<file path="config.mk">
export PLATFORM = sky130hd
export DESIGN_NAME = pslb_div
export DESIGN_NICKNAME = d
export VERILOG_FILES = /design/src/hdl/per_source_leaky_bucket_limiter_top_defines.svh /design/src/hdl/pslb_pkg.sv /design/src/hdl/pslb_div.sv
export SDC_FILE = /design/constraint.sdc
export NUM_CORES = 1
export LEC_CHECK = 0
export BUFFER_PORTS_ARGS = -buffer_cell sky130_fd_sc_hd__buf_2
export CAP_MARGIN = 30
export CORE_ASPECT_RATIO = 0.6
export CORE_MARGIN = 10
export CORE_UTILIZATION = 40
export CTS_CLUSTER_SIZE = 30
export DETAILED_ROUTE_END_ITERATION = 16
export SLEW_MARGIN = 0
export SYNTH_ARGS = -nofsm -noshare
export SYNTH_HDL_FRONTEND = slang
export SYNTH_SLANG_ARGS = --single-unit
</file>
<file path="constraint.sdc">
create_clock -name clk -period 3.1 [get_ports clk]
set_input_delay 0.62 -clock clk [delete_from_list [all_inputs] [get_ports clk]]
set_output_delay 0.62 -clock clk [all_outputs]
set_load 0.01 [all_outputs]
</file>
<file path="src/hdl/per_source_leaky_bucket_limiter_top_defines.svh">
// Assertion macros for the leaky bucket limiter
`ifndef PER_SOURCE_LEAKY_BUCKET_LIMITER_TOP_DEFINES_SVH
`define PER_SOURCE_LEAKY_BUCKET_LIMITER_TOP_DEFINES_SVH
`ifndef SYNTHESIS
`define PSLB_ASSERT_IMPL(label, clk, rst_n, a, c) \
	label: assert property (@(posedge clk) disable iff (!rst_n) (a) |-> (c)) \
		else $error("assertion failed");
`define PSLB_ASSERT_NEXT(label, clk, rst_n, a, c) \
	label: assert property (@(posedge clk) disable iff (!rst_n) (a) |=> (c)) \
		else $error("assertion failed");
`else
`define PSLB_ASSERT_IMPL(label, clk, rst_n, a, c)
`define PSLB_ASSERT_NEXT(label, clk, rst_n, a, c)
`endif
`endif

</file>
<file path="src/hdl/pslb_pkg.sv">
`timescale 1ns / 1ps
package pslb_pkg;
	typedef enum logic [1:0] {
		VERDICT_ADMIT     = 2'd0,
		VERDICT_FULL      = 2'd1,
		VERDICT_EXHAUSTED = 2'd2
	} verdict_t;

	localparam int unsigned TOKEN_MAX = 65535;

	// divider handshake
	typedef struct packed {
		logic        start;
		logic [31:0] dividend;
		logic [16:0] divisor;
	} div_req_t;

	typedef struct packed {
		logic        done;
		logic [31:0] quot;
		logic [16:0] rem;
	} div_rsp_t;
endpackage

</file>
<file path="src/hdl/pslb_div.sv">
`timescale 1ns / 1ps
// Unsigned restoring divider, one quotient bit a cycle.
module pslb_div (
	input  logic             clk,
	input  logic             arst_n,
	input  pslb_pkg::div_req_t req,
	output pslb_pkg::div_rsp_t rsp
);
	import pslb_pkg::*;

	logic [31:0] quot_q;
	logic [17:0] rem_q;
	logic [16:0] dvs_q;
	logic [5:0]  cnt_q;
	logic        busy_q;
	logic        done_q;
	logic [17:0] trial;

	always_comb begin
		trial = {rem_q[16:0], quot_q[31]} - {1'b0, dvs_q};
	end

	always_ff @(posedge clk or negedge arst_n) begin
		if (!arst_n) begin
			busy_q <= 1'b0;
			cnt_q  <= '0;
			done_q <= 1'b0;
		end else begin
			done_q <= 1'b0;
			if (req.start) begin
				busy_q <= 1'b1;
				cnt_q  <= 6'd32;
				quot_q <= req.dividend;
				rem_q  <= '0;
				dvs_q  <= req.divisor;
			end else if (busy_q) begin
				if (!trial[17]) begin
					rem_q  <= trial;
					quot_q <= {quot_q[30:0], 1'b1};
				end else begin
					rem_q  <= {rem_q[16:0], quot_q[31]};
					quot_q <= {quot_q[30:0], 1'b0};
				end
				cnt_q <= cnt_q - 6'd1;
				if (cnt_q == 6'd1) begin
					busy_q <= 1'b0;
					done_q <= 1'b1;
				end
			end
		end
	end

	assign rsp.done = done_q;
	assign rsp.quot = quot_q;
	assign rsp.rem  = rem_q[16:0];
endmodule

</file>
### Word-level counts from Yosys, hierarchy flattened

Index checks and enable logic that the tools add are counted.

| storage, ports and cells | value |
|---|---|
| output and inout port bits | 50 |
| bits of input ports | 52 |
| bits in registers | 75 |

| operators by class | value |
|---|---|
| reductions and logical operators | 3 |
| mux-type cells | 13 |
| add/subtract/negate cells | 2 |
| eq/ne operators | 1 |

Operators by type and width:

| kind | count |
|---|---|
| 32-bit 2-to-1 mux | 2 |
| 18-bit 2-to-1 mux | 2 |
| 18-bit by 17-bit subtractor with 18-bit output | 1 |
| 6-bit 2-to-1 mux | 2 |
| 1-bit 2-to-1 mux | 7 |
| 6-bit by 1-bit == test with 1-bit output (second input constant) | 1 |
| 6-bit by 1-bit subtractor with 6-bit output (second input constant) | 1 |
| 2-bit AND reduction | 2 |
| 2-bit nonzero test | 1 |

### Depth between registers and ports, before layout

Gate-level depths: netlist of the first run.

| depth | value |
|---|---|
| word-level depth | 4 |
| depth in mapped cells | 13 |
| gate-level depth less buffers | 10 |

### Least setup slack after synthesis of the first run

No wires, ideal clock.

| path | value |
|---|---|
| path type | input to register |
| start | input port req[49] (netlist name) |
| end | register quot_q[0], enable pin |
| setup time | 424 ps |
| data required time | 2676 ps |
| cell stages on the path | 3 |
| buffers on the path | 1 |
| setup slack | 218 ps |
| data arrival time | 2457 ps |
| path through | clkbuf_1 -> nor2_1 -> nor2b_1 |

| on the way | value |
|---|---|
| cells in the longest elaborated chain, start to end | 2 |

Ends and longest elaborated chain:

| element | line | source |
|---|---|---|
| start, declared | pslb_div.sv:6 | `input pslb_pkg::div_req_t req,` |
| 2-bit nonzero test (no line) | n/a |  |
| 2-bit AND reduction (no line) | n/a |  |
| end signal, assigned | pslb_div.sv:33 | `quot_q <= req.dividend;` |
| end signal, assigned | pslb_div.sv:39 | `quot_q <= {quot_q[30:0], 1'b1};` |
| end signal, assigned | pslb_div.sv:42 | `quot_q <= {quot_q[30:0], 1'b0};` |
| end, declared | pslb_div.sv:11 | `logic [31:0] quot_q;` |

Every way passes these cells.
A chain may end at the register's enable or synchronous reset.

### Worst setup path after layout of the first run

| path | value |
|---|---|
| start | register rem_q[13] |
| end | register rem_q[1] (data pin) |

| on the way | value |
|---|---|
| cells in the longest elaborated chain, start to end | 3 |

Ends and longest elaborated chain:

| element | line | source |
|---|---|---|
| start, declared | pslb_div.sv:12 | `logic [17:0] rem_q;` |
| start signal, assigned | pslb_div.sv:38 | `rem_q <= trial;` |
| start signal, assigned | pslb_div.sv:41 | `rem_q <= {rem_q[16:0], quot_q[31]};` |
| 18-bit by 17-bit subtractor with 18-bit output | pslb_div.sv:20 | `trial = {rem_q[16:0], quot_q[31]} - {1'b0, dvs_q};` |
| 18-bit 2-to-1 mux | pslb_div.sv:37 | `if (!trial[17]) begin` |
| 18-bit 2-to-1 mux | pslb_div.sv:36 | `end else if (busy_q) begin` |

Every way passes these cells.

==> results of run 1 <==
==> state kept, by name (all words and copies together) (netlist names) <==
register  flops
cnt_q         6
busy_q        1
rem_q        17
dvs_q        17
quot_q       32
done_q        1
==> per-layer routing <==
metal | wire (um) | share of wire, % | track usage [%] | up-vias
met4 | 135 | 1.3 | 3.906 | 2
met5 | 7 | 0.066 | 0 | -
li1 | - | - | - | 1504
met3 | 716 | 6.8 | 5.068 | 14
met2 | 4527 | 43 | 19.97 | 82
met1 | 5151 | 49 | 20.45 | 1466
==> worst register-to-register path, stage by stage, from the launching register on <==
cell	delay, ns
edfxtp_1	0.44
ha_1	0.48
a21oi_1	0.13
o21ai_0	0.27
mux2i_1	0.25
o41a_1	0.18
o311a_1	0.19
buf_4	0.20
mux2_4	0.32
a211oi_2	0.20
==> worst max-delay path by stage <==
stage	from	slack (ns)	end
global placement	rem_q[11]$_SDFFCE_PP0P_	0.41	rem_q[1]$_SDFFCE_PP0P_
finish	rem_q[13]$_SDFFCE_PP0P_	0.28	rem_q[1]$_SDFFCE_PP0P_
CTS	rem_q[13]$_SDFFCE_PP0P_	0.28	rem_q[1]$_SDFFCE_PP0P_
detailed placement	rem_q[13]$_SDFFCE_PP0P_	0.30	rem_q[1]$_SDFFCE_PP0P_
floorplan	req[49]	0.22	quot_q[0]$_DFFE_PP_
global route	rem_q[13]$_SDFFCE_PP0P_	0.07	rem_q[1]$_SDFFCE_PP0P_
==> kinds of logic (layout without fill, tap and decap cells) <==
logic type      count (synthesis)  after routing  share of synthesized area [%]
compound gates                 72             72                          11.61
xor+xnor                       15             15                          3.198
fa+ha+maj                      20             20                          6.275
buf+inv                        37            148                          3.899
flops                          74             74                          53.12
mux                            42             42                          11.33
simple gates                   90             90                          10.57
==> cell type report <==
| type | instances | area [um^2] | share of cell area [%] |
|---|---|---|---|
| Multi-Input combinational cell | 239 | 1768 | 34.73 |
| Tap cell | 135 | 168.9 | 3.318 |
| Inverter | 20 | 75.07 | 1.475 |
| Sequential cell | 74 | 2182 | 42.86 |
| Clock inverter | 7 | 83.83 | 1.647 |
| Clock buffer | 9 | 225.2 | 4.424 |
| Timing Repair Buffer | 112 | 588.1 | 11.55 |
==> power by group <==
| group | internal [mW] | total (mW) | switching, mW |
|---|---|---|---|
| clock network | 0.639 | 1.08 | 0.445 |
| logic | 0.500 | 1.09 | 0.592 |
| registers | 1.26 | 1.37 | 0.110 |
| total | 2.39 | 3.54 | 1.15 |
==> per-stage QoR <==
stage / setup WS [ns] / utilization (%) / instance area [um^2] / hold WS, ns / power, mW
detailed placement: 0.2957 / 48.06 / 4782 / 0.5339 / 2.474
global placement: 0.4058 / 48.06 / 4782 / 0.5298 / 2.460
CTS: 0.2780 / 51.17 / 5091 / 0.4440 / 3.570
floorplan: 0.2181 / - / 4108 / 0.3244 / 2.160
global route: 0.06828 / 51.17 / 5091 / 0.4478 / 3.751
finish: 0.2815 / 51.17 / 5091 / 0.4551 / 3.540
==> cell usage in the layout (no fill, tap or decap), types with 4 or more instances in the layout <==
cell	instances
o21a_1	5
nand2b_1	9
edfxtp_1	66
nand3_1	6
xor2_1	4
nor2_1	29
mux2_2	32
nand2_1	25
ha_1	19
mux2i_1	9
a211oi_1	8
a21oi_1	22
dfrtp_1	8
buf_2	101
o21ai_0	11
o211ai_1	9
inv_1	20
xnor2_1	11
buf_4	11
clkbuf_16	9
==> metrics.txt, run 1 <==
crit path max fanout=9; master cell of the clock root buffer=clkbuf_16; number of pins with negative max-slew slack in the final report=0; synthesized area per cell=~12 um^2; cell leakage power=approximately 2.1 nW; cell depth of the worst min-delay path=1; min-delay src=req[4]; GRT Util Overall=roughly 14%; worst-case reg-to-reg path depth=9; worst vdd ir=~350 uV; wire length of the first global-routing pass=~17,000 um; layout filler cell count=around 900; first-iteration detailed-routing DRC count=around 220; type of origin of the critical path=register; cell family with the largest share of critical-path delay=compound AO/OA/AOI/OAI gates; number of buffers added to fix hold violations after cts=0; worst setup path category=register to register; relative max-transition margin=around 54%; die height=98.50 um; Worst Tran Pin Value=between 0.6 and 0.7 ns; CTS clock-pin slew for the worst setup and hold paths=about 0.060 ns; maximum number of pins on one net before global-route repair=33; pwr dens=between 600 and 700 nW/um^2; cell breakdown of the critical path=ha_1 -> a21oi_1 -> o21ai_0 -> mux2i_1 -> o41a_1 -> o311a_1 -> buf_4 -> mux2_4 -> a211oi_2; cell with the most instances after synthesis=edfxtp_1; arrival time of data at the critical path endpoint=approximately 3.0 ns; post-synthesis cell type count=50; # clock sinks=74; initial core utilization=roughly two fifths; # IOs=between 100 and 150; flip-flop cell with the highest count after synthesis=edfxtp_1; fraction of synthesis flops using an asynchronous set or reset pin=a little over a tenth; gate count after technology mapping=350; Area Growth Syn to Fin=23.94%; maxcap violations=0; H-tree depth=3; outcome=complete, no violations; area enclosed by the die boundary=14,860 um^2; number of post-CTS setup repair buffers=0; antenna-violating nets left=0; final-stage net count=about 530; placed cells=between 500 and 600; RSZ-0062 raised after global routing=no; total of flip-flops plus latches after synthesis=74; maximum number of buffers from clock root to sink=2; worst flop-to-flop path startpoint=rem_q[13]$_SDFFCE_PP0P_; share of the synthesized area in the top cell type=around half; Final GP Congestion=0.8806; Worst setup EP type=register; layout cells sized above 1=a little over a third; antenna violations before repair=1; vias in the first global route=between 3,000 and 4,000; number of DRC violations after detailed routing=0; Max Clock Freq=between 300 and 400 MHz; Fin Clk Skew=around 0.009 ns; Hold Crit Class=primary input to register; CTS Buf Count=9; placed wire-length estimate=around 8000 um; number of gates given a new drive strength after cts=0; final standard cell count with taps included and fillers excluded=approximately 600; DRT Wirelength=10,540 um; final hold vios=0; netlist area before placement=~4100 um^2; number of rows in the core area=28; most frequent cells after synthesis=edfxtp_1 (66), mux2_2 (32), nor2_1 (29), nand2_1 (25), a21oi_1 (22); worst-case hold path end point=dvs_q[4]$_DFFE_PP_; critical path's slowest cell=ha_1; stages on the worst setup path=9; Worst path max stage delay=roughly 0.48 ns; clock latency on the worst-skew pair=0.34 ns; proportion of synthesized chip area in sequential cells=between 50% and 60%; number of input and output port buffers inserted=~100; Setup TNS=0 ns; net count after synthesis=422; warning count from the yosys run=0; final critical-path required period=around 2.8 ns; via count=between 3,000 and 4,000; final setup violation count=0; TritonCTS clock tree=yes; EDFF count, synth=66; endpoint of the most critical register-to-register path=rem_q[1]$_SDFFCE_PP0P_; antenna cells=0; placeable core area=approximately 9900 um^2; Pre-antenna DRT Iters=4; Vias per Instance=a little over 5; period utilization=between 90% and 100%; Worst R2R Setup Slack=roughly 0.28 ns; critical path data required time=3.28 ns; floorplan die width=roughly 150 um; Buf+Inv Stages, Crit Path=1; WL/cell=approximately 18 um; GRT Residual Overflow=0; largest cells by area after synthesis=edfxtp_1 (48%), mux2_2 (8.8%), ha_1 (5.8%); library cell with the largest summed area after synthesis=edfxtp_1
No activity file was read; power rests on OpenSTA's default activity.
==> run 2, diff against run 1 <==
Settings changed: MAX_ROUTING_LAYER from default to met4.
==> run 2 against run 1 <==
Sequential power about the same. Sequential cell count unchanged. Cell count increased by 0.17%. Die area unchanged. Largest power group unchanged. Highest routed layer is now met4.
==> metrics.txt, run 2 (synthesis results as in run 1) <==
outcome=complete, no violations; final hold vios=0; placeable core area=around 9900 um^2; min-delay src=req[4]; worst setup path category=register to register; number of rows in the core area=28; number of DRC violations after detailed routing=0; CTS Buf Count=9; Area Growth Syn to Fin=24.00%; WL/cell=~18 um; master cell of the clock root buffer=clkbuf_16; area enclosed by the die boundary=around 15,000 um^2; critical path data required time=~3.3 ns; number of input and output port buffers inserted=101; Worst path max stage delay=0.48 ns; number of gates given a new drive strength after cts=0; worst flop-to-flop path startpoint=rem_q[13]$_SDFFCE_PP0P_; via count=roughly 3,100; antenna violations before repair=1; Vias per Instance=5.151; H-tree depth=3; post-layout total power=~3.5 mW; cell breakdown of the critical path=ha_1 -> a21oi_1 -> o21ai_0 -> mux2i_1 -> o41a_1 -> o311a_1 -> buf_4 -> mux2_4 -> a211oi_2; relative max-transition margin=54.51%; layout cells sized above 1=between 30% and 40%; die height=approximately 98 um; Buf+Inv Stages, Crit Path=1; critical path's slowest cell=ha_1; top register by number of flip-flops=quot_q; worst-case reg-to-reg path depth=9; TritonCTS clock tree=yes; Met2 Wirelength=roughly 4600 um; type of origin of the critical path=register; period utilization=90.94%; stages on the worst setup path=9; maximum number of pins on one net before global-route repair=33; met3 WL post-DR=between 600 and 700 um; maxcap violations=0; wire length of the first global-routing pass=~17,000 um; cell family with the largest share of critical-path delay=compound AO/OA/AOI/OAI gates; met1 wire length=approximately 5200 um; # clock sinks=74; floorplan die width=approximately 150 um; placed wire-length estimate=8046 um; first-iteration detailed-routing DRC count=260; commonest non-fill, non-tap cells in the layout=buf_2 (101), edfxtp_1 (66), mux2_2 (32); Top Layer Used=met4; DRT Wirelength=10,530 um; final-stage net count=about 530; worst vdd ir=between 300 and 400 uV; # IOs=102; origin of the worst setup path=rem_q[13]$_SDFFCE_PP0P_; maximum number of buffers from clock root to sink=2; number of buffers added to fix hold violations after cts=0; CTS clock-pin slew for the worst setup and hold paths=roughly 0.06 ns; Hold Crit Class=primary input to register; number of flip-flops under the largest register name=32; Max Clock Freq=approximately 350 MHz; Top Registers=quot_q (32), dvs_q (17), rem_q (17); GRT Residual Overflow=0; placed cells=580; commonest non-fill, non-tap cell in the layout=buf_2; cell leakage power=about 2.1 nW; Worst Tran Pin Value=0.6799 ns; cell depth of the worst min-delay path=1; final setup violation count=0; pwr dens=slightly below 700 nW/um^2; vias in the first global route=~3,000; clock latency on the worst-skew pair=about 0.34 ns; Worst setup EP type=register; antenna-violating nets left=0; number of post-CTS setup repair buffers=0; Setup TNS=0 ns; initial core utilization=approximately 41%; crit path max fanout=9; final critical-path required period=~2.8 ns; RSZ-0062 raised after global routing=no; Fin Clk Skew=around 0.010 ns; arrival time of data at the critical path endpoint=about 3.0 ns; Final GP Congestion=about 0.90; GRT Util Overall=14.76%; Pre-antenna DRT Iters=4; final standard cell count with taps included and fillers excluded=597; number of pins with negative max-slew slack in the final report=0
run 2: cell count changes in the layout (fill, tap and decap cells not counted):
cell | previous run | this run
diode_2 | 0 | 1
run 2: final cells by class:
type                    count  area (um^2)
fillers                   902         4856
well taps                 135        168.9
repair buffers            112        588.1
inverters                  20        75.07
clock inverters             7        83.83
clock buffers               9        225.2
diodes                      1        2.502
multi-input cells         239         1768
flip-flops and latches     74         2182
run 2: worst paths after layout:
check	slack, ns	end
setup / recovery	0.28	rem_q[1]$_SDFFCE_PP0P_
hold / removal	0.46	dvs_q[4]$_DFFE_PP_
setup reg to reg	0.28	rem_q[1]$_SDFFCE_PP0P_
hold reg to reg	0.55	cnt_q[4]$_DFFE_PN0N_
max in group asynchronous	2.36	busy_q$_DFF_PN0_
min in group asynchronous	0.51	cnt_q[2]$_DFFE_PN0N_
run 2: report_power, final:
part | switching (mW) | internal, mW
clock network | 0.444 | 0.639
registers | 0.109 | 1.26
logic | 0.589 | 0.500
run 2: stage by stage:
stage	hold WS, ns	util [%]	setup slack, ns	area (um^2)
2_1_floorplan	0.3244	-	0.2181	4108
3_3_place_gp	0.5298	48.06	0.4058	4782
3_5_place_dp	0.5339	48.06	0.2957	4782
4_1_cts	0.4440	51.17	0.2780	5091
5_1_grt	0.4478	51.19	0.06828	5094
6_report	0.4560	51.19	0.2810	5094
run 2: metal layers:
metal  GRT usage (%)  vias up
met2           20.01       84
li1                -     1505
met5               -        -
met3           4.475       16
met4           3.906        0
met1           20.75     1470
==> run 3, diff against run 2 <==
Settings changed: CORE_UTILIZATION 40 to 54, PLACE_DENSITY from default to 0.81.
==> run 3 against run 2 <==
Sequential cell count unchanged. Cell count is 5.9% lower. Core utilization up 17 points. Sequential power about the same. Non-clock buffer count shrank 3. Die area shrank 22%. Via count is 1.5% higher. Power hardly changed. Setup slack worse by 0.11 ns. Critical path type unchanged. Highest routed layer unchanged.
==> metrics.txt, run 3 (synthesis results as in run 1) <==
endpoint of the most critical register-to-register path=rem_q[1]$_SDFFCE_PP0P_; CTS clock-pin slew for the worst setup and hold paths=roughly 0.06 ns; slack of the critical path=between 0.15 and 0.2 ns; placed wire-length estimate=8025 um; cell breakdown of the critical path=ha_1 -> a21oi_1 -> o21ai_1 -> mux2i_1 -> o41a_1 -> o311a_1 -> buf_12 -> mux2_4 -> a211oi_2; number of pins with negative max-slew slack in the final report=0; number of DRC violations after detailed routing=0; crit path max fanout=27; WL/cell=18.73 um; die height=87.56 um; commonest non-fill, non-tap cells in the layout=buf_2 (101), edfxtp_1 (66), mux2_2 (32); relative max-transition margin=a little under three fifths; layout cells sized above 1=34.72%; Max Clock Freq=approximately 340 MHz; Top Registers=quot_q (32), dvs_q (17), rem_q (17); final hold vios=0; number of post-CTS setup repair buffers=0; net switching share of the total power=a little under a third; master cell of the clock root buffer=clkbuf_16; CTS Buf Count=9; GRT Residual Overflow=0; final setup violation count=0; area enclosed by the die boundary=between 10,000 and 15,000 um^2; vias in the first global route=3,150; RSZ-0062 raised after global routing=no; # IOs=slightly above 100; DRT Wirelength=10,530 um; internal power consumption=2.430 mW; pre-CTS setup slack=approximately 0.12 ns; Worst R2R Setup Slack=0.17 ns; top register by number of flip-flops=quot_q; Comb pwr share=between 30% and 40%; cell family with the largest share of critical-path delay=compound AO/OA/AOI/OAI gates; placeable core area=between 7000 and 8000 um^2; TritonCTS clock tree=yes; worst vdd ir=around 400 uV; layout filler cell count=562; critical path data required time=about 3.3 ns; Vias per Instance=between 5 and 6; critical path's slowest cell=ha_1; cell leakage power=between 2 and 2.5 nW; area of the multi-input gates=~1800 um^2; Setup TNS=0 ns; Worst Tran Pin Value=0.6558 ns; Sequential Power Share=between 30% and 40%; placed cell areas=4733 um^2; Pre-antenna DRT Iters=5; antenna-violating nets left=0; final critical-path required period=slightly below 3 ns; number of flip-flops under the largest register name=32; switching power summed over all nets=around 1.1 mW; worst flop-to-flop path startpoint=rem_q[13]$_SDFFCE_PP0P_; final cell area excluding filler cells=roughly 5000 um^2; period utilization=around 95%; arrival time of data at the critical path endpoint=around 3.1 ns; via count=3,122; Final GP Congestion=0.9501; maximum number of buffers from clock root to sink=2; first-iteration detailed-routing DRC count=about 270; maximum number of pins on one net before global-route repair=45; outcome=complete, no violations; clock latency on the worst-skew pair=around 0.34 ns; Area Growth Syn to Fin=22.51%; maxcap violations=0; number of rows in the core area=24; number of gates given a new drive strength after cts=0; Fin Clk Skew=approximately 0.0041 ns; type of origin of the critical path=register; Worst path max stage delay=0.51 ns; number of buffers added to fix hold violations after cts=0; number of input and output port buffers inserted=just over 100; post-layout total power=3.537 mW; worst-case reg-to-reg path depth=9; GRT Util Overall=18.76%; H-tree depth=3; commonest non-fill, non-tap cell in the layout=buf_2; antenna violations before repair=0; final standard cell count with taps included and fillers excluded=562; # clock sinks=74; worst setup path category=register to register; Clk pwr share=between 20 and 30%; wire length of the first global-routing pass=roughly 17,000 um; Worst setup EP type=register; floorplan die width=132.6 um; Hold Crit Class=primary input to async pin; final-stage net count=about 530; Buf+Inv Stages, Crit Path=1; pwr dens=~700 nW/um^2; antenna cells=0; initial core utilization=a little under three fifths; placed cells=between 500 and 600; total area of sequential cells=roughly 2200 um^2
-- run 3: layout make-up --
type	instances	share of cell area (%)
clock inverters	2	0.6962
inverters	20	1.492
clock buffers	14	5.246
repair buffers	109	11.49
multi-input cells	239	35.13
well taps	104	2.586
flip-flops and latches	74	43.36
-- run 3: layer usage --
metal	global-route usage [%]	vias to the layer above	wire (um)
li1	-	1499	-
met5	-	-	0
met2	28.55	135	5012
met3	6.343	13	754
met4	5.567	0	93
met1	23.46	1475	4664
-- run 3: worst max path at each step --
stage	endpoint	start	cells after the start
CTS	rem_q[1]$_SDFFCE_PP0P_	rem_q[13]$_SDFFCE_PP0P_	9
detailed placement	rem_q[1]$_SDFFCE_PP0P_	rem_q[13]$_SDFFCE_PP0P_	9
global placement	rem_q[1]$_SDFFCE_PP0P_	rem_q[13]$_SDFFCE_PP0P_	9
global route	rem_q[16]$_SDFFCE_PP0P_	rem_q[4]$_SDFFCE_PP0P_	7
finish	rem_q[1]$_SDFFCE_PP0P_	rem_q[13]$_SDFFCE_PP0P_	9
floorplan	quot_q[0]$_DFFE_PP_	req[49]	3
-- run 3: metrics by stage --
step / hold WS (ns) / util, %
6_report: 0.4188 / 68.68
5_1_grt: 0.4364 / 68.68
4_1_cts: 0.4199 / 68.68
3_5_place_dp: 0.5396 / 64.60
3_3_place_gp: 0.5299 / 64.60
2_1_floorplan: 0.3244 / -
-- run 3: power groups by stage --
stage | Clock [mW] | Sequential [mW] | Combinational [mW]
6_report | 1.05 | 1.37 | 1.11
3_3_place_gp | 0 | 1.38 | 1.07
2_1_floorplan | 0 | 1.40 | 0.761
4_1_cts | 1.07 | 1.37 | 1.11
5_1_grt | 1.11 | 1.39 | 1.23
3_5_place_dp | 0 | 1.39 | 1.10
